**src/rtl/apc_pkg.sv**
```systemverilog
`timescale 1ns / 1ps

package apc_pkg;

	typedef enum logic [1:0] {
		OP_SAMPLE = 2'd0,
		OP_UP     = 2'd1,
		OP_DOWN   = 2'd2,
		OP_TOGGLE = 2'd3
	} opcode_t;

	localparam int CFG_IDX_W  = 3;
	localparam int CFG_DATA_W = 24;
	localparam int GAIN_W     = 24;
	localparam int COUNT_W    = 10;
	localparam int SP_W       = 7;
	localparam int VAL_W      = 15;
	localparam int ERR_W      = 16;
	localparam int SUM_W      = 32;
	localparam int MUL_A_W    = 33;
	localparam int MUL_B_W    = 25;
	localparam int ACC_W      = MUL_A_W + MUL_B_W;
	localparam int QBITS      = 15;
	localparam int DIV_CNT_W  = 4;
	localparam int OUT_TDATA_W = 40;

	localparam logic [CFG_IDX_W-1:0] REG_GAIN_PROP      = 3'd0;
	localparam logic [CFG_IDX_W-1:0] REG_GAIN_INTEG_DT  = 3'd1;
	localparam logic [CFG_IDX_W-1:0] REG_GAIN_DERIV_DT  = 3'd2;
	localparam logic [CFG_IDX_W-1:0] REG_SPAN_COUNTS    = 3'd3;
	localparam logic [CFG_IDX_W-1:0] REG_CLIP_MARGIN    = 3'd4;
	localparam logic [CFG_IDX_W-1:0] REG_START_SETPOINT = 3'd5;

	localparam logic [GAIN_W-1:0]  RST_GAIN_PROP      = 24'd196608;
	localparam logic [GAIN_W-1:0]  RST_GAIN_INTEG_DT  = 24'd524;
	localparam logic [GAIN_W-1:0]  RST_GAIN_DERIV_DT  = 24'd819200;
	localparam logic [COUNT_W-1:0] RST_SPAN_COUNTS    = 10'd270;
	localparam logic [COUNT_W-1:0] RST_CLIP_MARGIN    = 10'd320;
	localparam logic [SP_W-1:0]    RST_START_SETPOINT = 7'd20;

	localparam logic [VAL_W-1:0] DUTY_LO    = 15'd1280;
	localparam logic [VAL_W-1:0] DUTY_HI    = 15'd24320;
	localparam logic [VAL_W-1:0] HEIGHT_MAX = 15'd32767;
	localparam logic [VAL_W-1:0] PCT_SCALE  = 15'd25600;

	localparam logic [SP_W-1:0] SP_MAX    = 7'd90;
	localparam logic [SP_W-1:0] SP_UP_MAX = 7'd80;
	localparam logic [SP_W-1:0] SP_STEP   = 7'd10;

	localparam logic [DIV_CNT_W-1:0] DIV_LAST = 4'(QBITS - 1);

	localparam logic signed [SUM_W-1:0] SUM_MAX = 32'sh7FFF_FFFF;
	localparam logic signed [SUM_W-1:0] SUM_MIN = 32'sh8000_0000;

	localparam logic signed [ACC_W-1:0] CTL_LO = ACC_W'({DUTY_LO, 16'h0000});
	localparam logic signed [ACC_W-1:0] CTL_HI = ACC_W'({DUTY_HI, 16'h0000});

	typedef enum logic [1:0] {
		MUL_P = 2'd0,
		MUL_I = 2'd1,
		MUL_D = 2'd2
	} mul_sel_t;

	typedef enum logic [1:0] {
		ACC_HOLD = 2'd0,
		ACC_LOAD = 2'd1,
		ACC_ADD  = 2'd2
	} acc_op_t;

	typedef struct packed {
		logic     accept;
		logic     mul_div;
		logic     div_init;
		logic     div_step;
		logic     div_last;
		logic     pid_err;
		logic     mul_en;
		mul_sel_t mul_sel;
		acc_op_t  acc_op;
		logic     duty_load;
		logic     out_load;
	} cmd_t;

	typedef struct packed {
		logic long_path;
		logic div_skip;
	} stat_t;

endpackage

```
**src/rtl/apc_ctrl.sv**
```systemverilog
`timescale 1ns / 1ps

module apc_ctrl (
	input  logic          clk,
	input  logic          arst_n,
	input  logic          s_tvalid,
	output logic          s_tready,
	output logic          m_tvalid,
	input  logic          m_tready,
	input  apc_pkg::stat_t stat,
	output apc_pkg::cmd_t  cmd
);

	typedef enum logic [10:0] {
		ST_IDLE    = 11'b000_0000_0001,
		ST_MUL     = 11'b000_0000_0010,
		ST_DIVINIT = 11'b000_0000_0100,
		ST_DIV     = 11'b000_0000_1000,
		ST_ERR     = 11'b000_0001_0000,
		ST_MP      = 11'b000_0010_0000,
		ST_MI      = 11'b000_0100_0000,
		ST_MD      = 11'b000_1000_0000,
		ST_ACC     = 11'b001_0000_0000,
		ST_CLAMP   = 11'b010_0000_0000,
		ST_DONE    = 11'b100_0000_0000
	} state_t;

	state_t                          state_q, state_nx;
	logic [apc_pkg::DIV_CNT_W-1:0]   cnt_q;
	logic                            m_tvalid_q;

	assign s_tready = (state_q == ST_IDLE);
	assign m_tvalid = m_tvalid_q;

	always_comb begin
		state_nx = state_q;
		cmd = '0;
		cmd.mul_sel = apc_pkg::MUL_P;
		cmd.acc_op = apc_pkg::ACC_HOLD;
		unique case (state_q)
			ST_IDLE: begin
				if (s_tvalid) begin
					cmd.accept = 1'b1;
					state_nx = stat.long_path ? ST_MUL : ST_DONE;
				end
			end
			ST_MUL: begin
				cmd.mul_div = 1'b1;
				state_nx = ST_DIVINIT;
			end
			ST_DIVINIT: begin
				cmd.div_init = 1'b1;
				state_nx = stat.div_skip ? ST_ERR : ST_DIV;
			end
			ST_DIV: begin
				cmd.div_step = 1'b1;
				if (cnt_q == apc_pkg::DIV_LAST) begin
					cmd.div_last = 1'b1;
					state_nx = ST_ERR;
				end
			end
			ST_ERR: begin
				cmd.pid_err = 1'b1;
				state_nx = ST_MP;
			end
			ST_MP: begin
				cmd.mul_en = 1'b1;
				cmd.mul_sel = apc_pkg::MUL_P;
				state_nx = ST_MI;
			end
			ST_MI: begin
				cmd.mul_en = 1'b1;
				cmd.mul_sel = apc_pkg::MUL_I;
				cmd.acc_op = apc_pkg::ACC_LOAD;
				state_nx = ST_MD;
			end
			ST_MD: begin
				cmd.mul_en = 1'b1;
				cmd.mul_sel = apc_pkg::MUL_D;
				cmd.acc_op = apc_pkg::ACC_ADD;
				state_nx = ST_ACC;
			end
			ST_ACC: begin
				cmd.acc_op = apc_pkg::ACC_ADD;
				state_nx = ST_CLAMP;
			end
			ST_CLAMP: begin
				cmd.duty_load = 1'b1;
				state_nx = ST_DONE;
			end
			ST_DONE: begin
				if (!m_tvalid_q || m_tready) begin
					cmd.out_load = 1'b1;
					state_nx = ST_IDLE;
				end
			end
			default: state_nx = ST_IDLE;
		endcase
	end

	always_ff @(posedge clk or negedge arst_n) begin
		if (!arst_n) begin
			state_q <= ST_IDLE;
			cnt_q <= '0;
			m_tvalid_q <= 1'b0;
		end else begin
			state_q <= state_nx;
			if (cmd.div_init)
				cnt_q <= '0;
			else if (cmd.div_step)
				cnt_q <= cnt_q + 1'b1;
			if (cmd.out_load)
				m_tvalid_q <= 1'b1;
			else if (m_tready)
				m_tvalid_q <= 1'b0;
		end
	end

endmodule

```
**config.mk**
```make
export PLATFORM = sky130hd
export DESIGN_NAME = apc_ctrl
export DESIGN_NICKNAME = d
export VERILOG_FILES = /design/src/rtl/apc_pkg.sv /design/src/rtl/apc_ctrl.sv
export SDC_FILE = /design/constraint.sdc
export NUM_CORES = 1
export LEC_CHECK = 0
export BUFFER_PORTS_ARGS = -buffer_cell sky130_fd_sc_hd__buf_4
export CAP_MARGIN = 40
export CORE_MARGIN = 10
export CORE_UTILIZATION = 45
export CTS_BUF_LIST = sky130_fd_sc_hd__clkbuf_2
export DETAILED_ROUTE_END_ITERATION = 7
export GPL_ROUTABILITY_DRIVEN = 0
export MAX_ROUTING_LAYER = met4
export PLACE_DENSITY = 0.64
export RECOVER_POWER = 100
export SYNTH_ARGS = -nofsm -noshare
export SYNTH_HDL_FRONTEND = slang
export SYNTH_SLANG_ARGS = --single-unit
```
**constraint.sdc**
```tcl
create_clock -name clk -period 4 [get_ports clk]
set_clock_uncertainty 0.15 [all_clocks]
set_input_delay 0.6 -clock clk [delete_from_list [all_inputs] [get_ports clk]]
set_output_delay 0.6 -clock clk [all_outputs]
set_load 0.01 [all_outputs]
```
==> results of run 1 <==
==> worst max-delay path by stage <==
stage | start | end | slack [ns] | cells after the start
2_1_floorplan | state_q[3]$_DFFE_PN0P_ | cmd[3] | 1.45 | 5
3_3_place_gp | state_q[4]$_DFFE_PN0P_ | cmd[3] | 1.49 | 5
3_5_place_dp | state_q[5]$_DFFE_PN0P_ | cmd[3] | 1.42 | 5
4_1_cts | state_q[4]$_DFFE_PN0P_ | cmd[3] | 1.04 | 5
5_1_grt | state_q[5]$_DFFE_PN0P_ | cmd[3] | 0.56 | 5
6_report | state_q[5]$_DFFE_PN0P_ | cmd[3] | 0.79 | 5
==> synthesized netlist by cell type, drive strengths merged, types with 2 or more instances <==
cell type | number | area, um2
nor3 | 6 | 30.0
nor2 | 14 | 52.6
nor4 | 7 | 50.1
nor2b | 3 | 18.8
o31ai | 2 | 15.0
nand4 | 2 | 12.5
dfrtp | 15 | 375
and2 | 2 | 12.5
clkbuf | 4 | 15.0
o21a | 2 | 15.0
o21ai | 8 | 40.0
inv | 4 | 15.0
nand2b | 4 | 25.0
nand2 | 8 | 30.0
xor2 | 2 | 17.5
a21oi | 4 | 20.0
ha | 2 | 25.0
nand3 | 6 | 30.0
and3 | 2 | 12.5
a22o | 2 | 17.5
nor4bb | 3 | 30.0
a21o | 2 | 15.0
buf | 2 | 16.3
==> state kept, by name (all words and copies together), names as in the netlist <==
signal and count:
state_q 11, m_tvalid 1, cnt_q 4
==> layout by cell type (no fill, tap or decap), types with 2 or more instances in the layout <==
cell type and count:
a21o_1 2, a21oi_1 4, a22o_1 2, and2_0 2
and3_1 2, buf_4 5, clkbuf_1 15, clkbuf_2 3
dfrtp_1 15, ha_1 2, inv_1 4, nand2_1 8
nand2b_1 4, nand3_1 6, nand4_1 2, nor2_1 14
nor2b_1 3, nor3_1 6, nor4_1 7, nor4bb_1 3
o21a_1 2, o21ai_0 8, o31ai_1 2, xor2_1 2
==> worst max-delay path, cell delays in order, from the launching register on <==
cell	delay [ns]
dfrtp_1	0.55
nor4_1	0.65
and2_0	0.31
nor4b_1	0.36
or2_1	0.15
clkbuf_1	0.15
==> metal layers <==
layer,wire length (um),track usage (%),up-vias,share of wire (%)
li1,-,-,479,-
met1,1120,13.9,437,47
met5,0,-,-,0
met4,19,5.28,0,0.79
met3,134,2.28,2,5.6
met2,1120,17.0,21,47
==> report_power, final <==
group | total (mW) | internal [mW] | switching, mW
Sequential | 0.214 | 0.186 | 0.0280
Combinational | 0.207 | 0.0812 | 0.126
Clock | 0.0746 | 0.0217 | 0.0529
==> cell type report <==
| cell class | count | area (um2) |
|---|---|---|
| Sequential cell | 16 | 402 |
| Tap cell | 28 | 35.0 |
| Inverter | 4 | 15.0 |
| Clock buffer | 3 | 15.0 |
| Fill cell | 221 | 1040 |
| Clock inverter | 1 | 3.75 |
| Timing Repair Buffer | 21 | 104 |
| Multi-Input combinational cell | 94 | 581 |
==> timing repair <==
item	in CTS	in global routing
buffers inserted	0	0
hold buffers	1	0
endpoints found under the hold margin	15	0
==> logic make-up after synthesis <==
logic type | count (synthesis) | share of synthesized area [%]
buf+inv | 10 | 4.47
xor+xnor | 2 | 1.69
fa+ha+maj | 3 | 3.51
flops | 16 | 38.8
simple gates | 63 | 34.2
compound gates | 26 | 17.3
==> stage by stage <==
step | utilization, % | hold WS [ns] | worst slack, ns | std cells
6_report | 52.7 | 0.394 | 0.794 | 167
3_3_place_gp | 54.3 | 0.323 | 1.49 | 162
5_1_grt | 52.7 | 0.372 | 0.557 | 167
3_5_place_dp | 54.3 | 0.325 | 1.42 | 162
2_1_floorplan | - | 0.154 | 1.45 | 120
4_1_cts | 55.6 | 0.365 | 1.04 | 167
==> results.cfg, run 1 <==
[yosys]
syn_inst = 120
avgSynthCellArea_um2 = 8.62
ys.warnings.count = 0
netlist_area_mm2 = 0.00103
ys_ff_latch = 16
synth-async-reset-ratio_pct = 100
synthesis.nets = 128
ys_seq_area_share_pct = 38.8
ys_types = 40
ys.flop_type = dfrtp_1
synth-edff-count = 0

[pwr]
finalPower_mw = 0.495
ir_drop_mv = 0.240
p_leak_nw = 0.492
p_per_area_mw_per_mm2 = 429

[placed_design]
port_buffers = 20
dp_hpwl_um = 1780
placed_area_mm2 = 0.00119

[worst_setup_path]
rrSetupSlack_ns = 1.53
endpoint_kind = output port
required_ns = 3.25
critPathLaunchType = flip-flop
crit_fanout = 13
cp.arrival_ns = 2.46
worstSetupPathType = flip-flop to output port
r2r_end = cnt_q[3]$_DFFE_PN0P_
rr_startpoint = state_q[5]$_DFFE_PN0P_
reg2reg_depth = 4

[sta]
drv_slew = 0
fmax_ghz = 0.312
setup_viol = 0
fin_crit_ns = 3.21
rsz0062_at_grt = false
tightestPinTransition_ns = 0.906
finalSetupTns_ns = 0
max-slew-margin-rel_pct = 39.6
min_period_over_period_pct = 80.2
finalHoldViolCount = 0

[global_routing]
antenna_found_initial = 0
gr-total-overflow = 0
grt_pass1_wl_um = 4000
grt_max_degree = 17
grt.total_usage_pct = 11.2
grt_pass1_vias = 912

[status]
status = complete, no violations

[routing]
viasPerCell = 5.62
drtPass1Iterations = 4
ant_nets = 0
drc = 0
vias = 939
wl_um = 2400
first_iter_violations = 102
drt-wirelength-per-cell_um = 14.4

[die]
initial_core_util_pct = 47.2
core_area_mm2 = 0.00219
ios = 21
die_area_mm2 = 0.00462
die_w_um = 68.0
die_y_um = 68.0
rows = 17

[hold_path]
hp-class = input port to flip-flop
hold_path_end = state_q[4]$_DFFE_PN0P_
hp-start = stat[0]
min_path_cells = 3

[clocking]
ctsResizeCount = 0
tritoncts = done
clkTransAtPathRegs_ns = 0.16
cts-root-buf = clkbuf_2
htree_levels = 1
clock-sinks = 16
clockBufferDepth = 2
numCtsBuffers = 3
clk_latency_ns = 0.29

[final_layout]
finalNetCount = 148
design_area_mm2 = 0.00115
num_antenna_cells = 0
areaGrowthSynthToFinish_pct = 11.6
drive_gt1_share_pct = 7.91

[run]
drv_cap = 0
(Power assumes the default switching activity.)
==> run 2, diff against run 1 <==
--- a/config.mk
+++ b/config.mk
@@ -13,7 +13,7 @@
 export DETAILED_ROUTE_END_ITERATION = 7
 export GPL_ROUTABILITY_DRIVEN = 0
 export MAX_ROUTING_LAYER = met4
-export PLACE_DENSITY = 0.64
+export PLACE_DENSITY = 0.67
 export RECOVER_POWER = 100
 export SYNTH_ARGS = -nofsm -noshare
 export SYNTH_HDL_FRONTEND = slang
==> constraint.sdc (replaced) <==
create_clock -name clk -period 2.8 [get_ports clk]
set_clock_uncertainty 0.15 [all_clocks]
set_input_delay 0.42 -clock clk [delete_from_list [all_inputs] [get_ports clk]]
set_output_delay 0.42 -clock clk [all_outputs]
set_load 0.01 [all_outputs]
==> run 2 against run 1 <==
Core utilization rose by 1.8 points. Routed wire length rose by 0.79%. Hold slack got worse by 0.15 ns. Largest cell class unchanged. Highest routed layer unchanged.
==> results.cfg, run 2 (synthesized netlist as in run 1, its figures left out) <==
[hold_path]
min_path_cells = 3
hp-class = input port to flip-flop
hold_path_end = state_q[4]$_DFFE_PN0P_
hp-start = stat[0]

[worst_setup_path]
crit_fanout = 12
critPathLaunchType = flip-flop
required_ns = 2.23
rr_startpoint = state_q[4]$_DFFE_PN0P_
cp.arrival_ns = 1.98
endpoint_kind = output port
rrSetupSlack_ns = 0.67
r2r_end = cnt_q[3]$_DFFE_PN0P_
worstSetupPathType = flip-flop to output port
reg2reg_depth = 4

[sta]
drv_slew = 0
setup_viol = 0
max-slew-margin-rel_pct = 41.6
finalSetupTns_ns = 0
rsz0062_at_grt = false
finalHoldViolCount = 0
fin_crit_ns = 2.55
min_period_over_period_pct = 91.2
fmax_ghz = 0.392
tightestPinTransition_ns = 0.876

[routing]
drt-wirelength-per-cell_um = 14.4
viasPerCell = 5.74
first_iter_violations = 116
ant_nets = 0
wl_um = 2420
drc = 0
drtPass1Iterations = 4
vias = 964

[final_layout]
drive_gt1_share_pct = 12.1
num_antenna_cells = 0
final_util_pct = 54.5
largest_register_ffs = 11
finalNetCount = 149
areaGrowthSynthToFinish_pct = 15.5
top_register = state_q
final_common_cell = dfrtp_1
design_area_mm2 = 0.00119
instances_no_fill = 168
layout_common_cells = dfrtp_1, nor2_1, clkbuf_1, nand2_1, o21ai_0

[status]
status = complete, no violations

[clocking]
htree_levels = 1
clockBufferDepth = 2
clock-sinks = 16
tritoncts = done
numCtsBuffers = 3
clkTransAtPathRegs_ns = 0.14
clk_latency_ns = 0.28
cts-root-buf = clkbuf_2

[die]
rows = 17
core_area_mm2 = 0.00219
ios = 21
initial_core_util_pct = 47.2
die_w_um = 68.0
die_y_um = 68.0
die_area_mm2 = 0.00462

[placed_design]
port_buffers = 20
placed_area_mm2 = 0.00120
dp_hpwl_um = 1790
place_inst = 163

[global_routing]
grt_pass1_wl_um = 4160
grt_max_degree = 17
antenna_found_initial = 0
gr-total-overflow = 0
grt.total_usage_pct = 11.4
grt_pass1_vias = 943

[pwr]
p_per_area_mw_per_mm2 = 607
comb_power_share_pct = 42.8
p_int_mw = 0.425
p_sw_mw = 0.301
p_leak_nw = 0.520
switching_share_pct = 41.4
ir_drop_mv = 0.408
power_frac_clock_pct = 14.8
p_seq_share_pct = 42.4

[run]
drv_cap = 0
==> run 2: cell count changes in the layout (fill, tap and decap cells not counted), sizes merged <==
cell	delta
buf	+2
clkinv	-1
==> run 2: worst max-delay path, cell delays in order, from the launching register on <==
cell and delay, ns:
dfrtp_1 0.55, nor4_4 0.43, and2_1 0.25, nor4b_2 0.24
or2_1 0.14, buf_4 0.11
==> run 2: metrics by stage <==
stage | total power, mW | setup WS, ns | hold slack, ns
after CTS | 0.740 | 0.0449 | 0.232
after global routing | 0.790 | 0.0525 | 0.221
after detailed placement | 0.631 | 0.385 | 0.143
after global placement | 0.627 | 0.478 | 0.142
after floorplan | 0.525 | 0.431 | -0.0256
final | 0.726 | 0.247 | 0.242
==> run 2: worst max-delay path by stage <==
stage | cells past startpoint | slack (ns) | startpoint | to
after global placement | 5 | 0.48 | state_q[2]$_DFFE_PN0P_ | cmd[3]
after global routing | 5 | 0.05 | state_q[4]$_DFFE_PN0P_ | cmd[12]
after floorplan | 5 | 0.43 | state_q[3]$_DFFE_PN0P_ | cmd[3]
final | 5 | 0.25 | state_q[4]$_DFFE_PN0P_ | cmd[3]
after CTS | 5 | 0.04 | state_q[4]$_DFFE_PN0P_ | cmd[3]
after detailed placement | 5 | 0.39 | state_q[4]$_DFFE_PN0P_ | cmd[3]
==> run 2: area by class of cell <==
cell class | instances | area [um2]
repair buffers | 22 | 115
multi-input cells | 94 | 608
flip-flops and latches | 16 | 402
fillers | 231 | 996
clock buffers | 4 | 20.0
inverters | 4 | 15.0
well taps | 28 | 35.0
==> run 2: per-layer routing <==
metal,vias up,share of wire [%],global-route usage [%],wire [um]
met5,-,0,-,0
met4,0,1.4,4.52,34
met3,4,5.5,2.61,134
met2,19,46,18.3,1120
met1,455,47,13.7,1130
li1,486,-,-,-
==> run 2: what timing repair did <==
action / in CTS / in global routing
setup buffers: 0 / 0
hold endpoints to repair: 15 / 0
endpoints found under the setup margin: 0 / 6
resized for setup: 0 / 4
hold buffers: 1 / 0
==> run 2: power by group through the flow <==
stage	Sequential, mW	Combinational (mW)	Clock [mW]
final	0.308	0.311	0.107
after detailed placement	0.309	0.322	0
after CTS	0.305	0.324	0.111
after floorplan	0.299	0.226	0
after global placement	0.309	0.319	0
after global routing	0.313	0.357	0.120
==> run 3, diff against run 2 <==
--- a/config.mk
+++ b/config.mk
@@ -8,12 +8,12 @@
 export BUFFER_PORTS_ARGS = -buffer_cell sky130_fd_sc_hd__buf_4
 export CAP_MARGIN = 40
 export CORE_MARGIN = 10
-export CORE_UTILIZATION = 45
+export CORE_UTILIZATION = 50
 export CTS_BUF_LIST = sky130_fd_sc_hd__clkbuf_2
 export DETAILED_ROUTE_END_ITERATION = 7
 export GPL_ROUTABILITY_DRIVEN = 0
 export MAX_ROUTING_LAYER = met4
-export PLACE_DENSITY = 0.67
+export PLACE_DENSITY = 0.74
 export RECOVER_POWER = 100
 export SYNTH_ARGS = -nofsm -noshare
 export SYNTH_HDL_FRONTEND = slang
==> run 3 against run 2 <==
Clock power about the same. Routed wire length increased by 2.1%. Register-to-register slack about the same. Sequential share of layout area increased by 0.071 points. Highest routed layer unchanged. Largest power group unchanged. Total power decreased by 0.63%.
==> results.cfg, run 3 (synthesized netlist as in run 1, its figures left out) <==
[routing]
drc = 0
drt-wirelength-per-cell_um = 14.8
first_iter_violations = 39
viasPerCell = 5.83
drtPass1Iterations = 5
wl_um = 2470
ant_nets = 0
vias = 973

[worst_setup_path]
rrSetupSlack_ns = 0.68
reg2reg_depth = 4
cp.arrival_ns = 2.02
r2r_end = cnt_q[3]$_DFFE_PN0P_
cp_cell_sequence = nor4_1 > and2_0 > nor4b_2 > or2_1 > buf_4
critPathLaunchType = flip-flop
crit_fanout = 14
slowest_delay_ns = 0.55
worstSetupPathType = flip-flop to output port
critPathLaunch = state_q[2]$_DFFE_PN0P_
rr_startpoint = state_q[4]$_DFFE_PN0P_
endpoint_kind = output port
required_ns = 2.23
crit_slowest_cell = dfrtp_1
endpoint = cmd[3]

[placed_design]
place_ws_ns = 0.349
port_buffers = 20
place_inst = 162
placed_area_mm2 = 0.00119
dp_hpwl_um = 1810

[sta]
setup_viol = 0
min_period_over_period_pct = 92.5
max-slew-margin-rel_pct = 41.6
finalSetupTns_ns = 0
hold_slack_ns = 0.235
tightestPinTransition_ns = 0.876
finalHoldViolCount = 0
fmax_ghz = 0.386
fin_ws_ns = 0.211
rsz0062_at_grt = false
fin_crit_ns = 2.59
drv_slew = 0

[global_routing]
grt.total_usage_pct = 12.2
met1_usage_pct = 13.9
gr-total-overflow = 0
grt_pass1_vias = 979
use_met3_pct = 2.88
grt_pass1_wl_um = 4270
antenna_found_initial = 0
busiest_layer = met2
grt_max_degree = 17
grtUsageMet2_pct = 20.9

[die]
ios = 21
die_y_um = 65.5
die_w_um = 65.5
die_area_mm2 = 0.00429
core_area_mm2 = 0.00196
initial_core_util_pct = 52.7
rows = 16

[pwr]
finalPower_mw = 0.721
ir_drop_mv = 0.420
p_per_area_mw_per_mm2 = 605
p_leak_nw = 0.518

[final_layout]
drive_gt1_share_pct = 11.4
largest_register_ffs = 11
final_util_pct = 60.8
num_antenna_cells = 0
finalNetCount = 149
layout_common_cells = dfrtp_1, nor2_1, clkbuf_1, nand2_1, o21ai_0
areaGrowthSynthToFinish_pct = 15.2
design_area_mm2 = 0.00119
instances_no_fill = 167
top_register = state_q
final_common_cell = dfrtp_1

[hold_path]
hp-start = stat[0]
min_path_cells = 3
hp-class = input port to flip-flop

[clocking]
htree_levels = 1
cts_setup_buffers = 0
clk_latency_ns = 0.28
cts-root-buf = clkbuf_2
clkTransAtPathRegs_ns = 0.16
clock-sinks = 16
numCtsBuffers = 3
clockBufferDepth = 2
tritoncts = done

[run]
drv_cap = 0

[status]
status = complete, no violations
-- run 3: repair_timing --
| item | 4_1_cts | 5_1_grt |
|---|---|---|
| hold endpoints to repair | 15 | 0 |
| hold buffers | 1 | 0 |
| setup endpoints to repair | 0 | 4 |
| resized for setup | 0 | 5 |
-- run 3: worst max-delay path: cells and delay by family, from the launching register on --
kind                   cells  cell delay (ns)
buffers and inverters      1             0.11
DFF                        1             0.55
and+or+nand+nor            4             1.07
-- run 3: power by group --
part / leakage [nW] / switching (mW) / internal, mW
sequential: 0.218 / 0.0425 / 0.265
clock: 0.0140 / 0.0729 / 0.0311
combinational: 0.286 / 0.192 / 0.117
-- run 3: area by class of cell --
cell class	count	area, um2
clock buffer	3	15.0
clock inverter	1	3.75
fill	210	769
inverter	4	15.0
multi-input combinational	94	608
sequential	16	402
tap	27	33.8
timing repair buffer	22	115
-- run 3: worst min path at each step --
| stage | endpoint | slack, ns |
|---|---|---|
| after global placement | state_q[7]$_DFFE_PN0P_ | 0.14 |
| final | state_q[4]$_DFFE_PN0P_ | 0.23 |
| after floorplan | cnt_q[0]$_DFFE_PN0P_ | -0.03 |
| after global routing | state_q[4]$_DFFE_PN0P_ | 0.21 |
| after CTS | state_q[4]$_DFFE_PN0P_ | 0.22 |
| after detailed placement | state_q[7]$_DFFE_PN0P_ | 0.15 |
-- run 3: layer usage --
layer	vias to the layer above	share of wire [%]	wire (um)
met5	-	0	0
met4	0	0.69	17
met3	2	5.4	134
met2	29	48	1200
met1	458	45	1120
li1	484	-	-
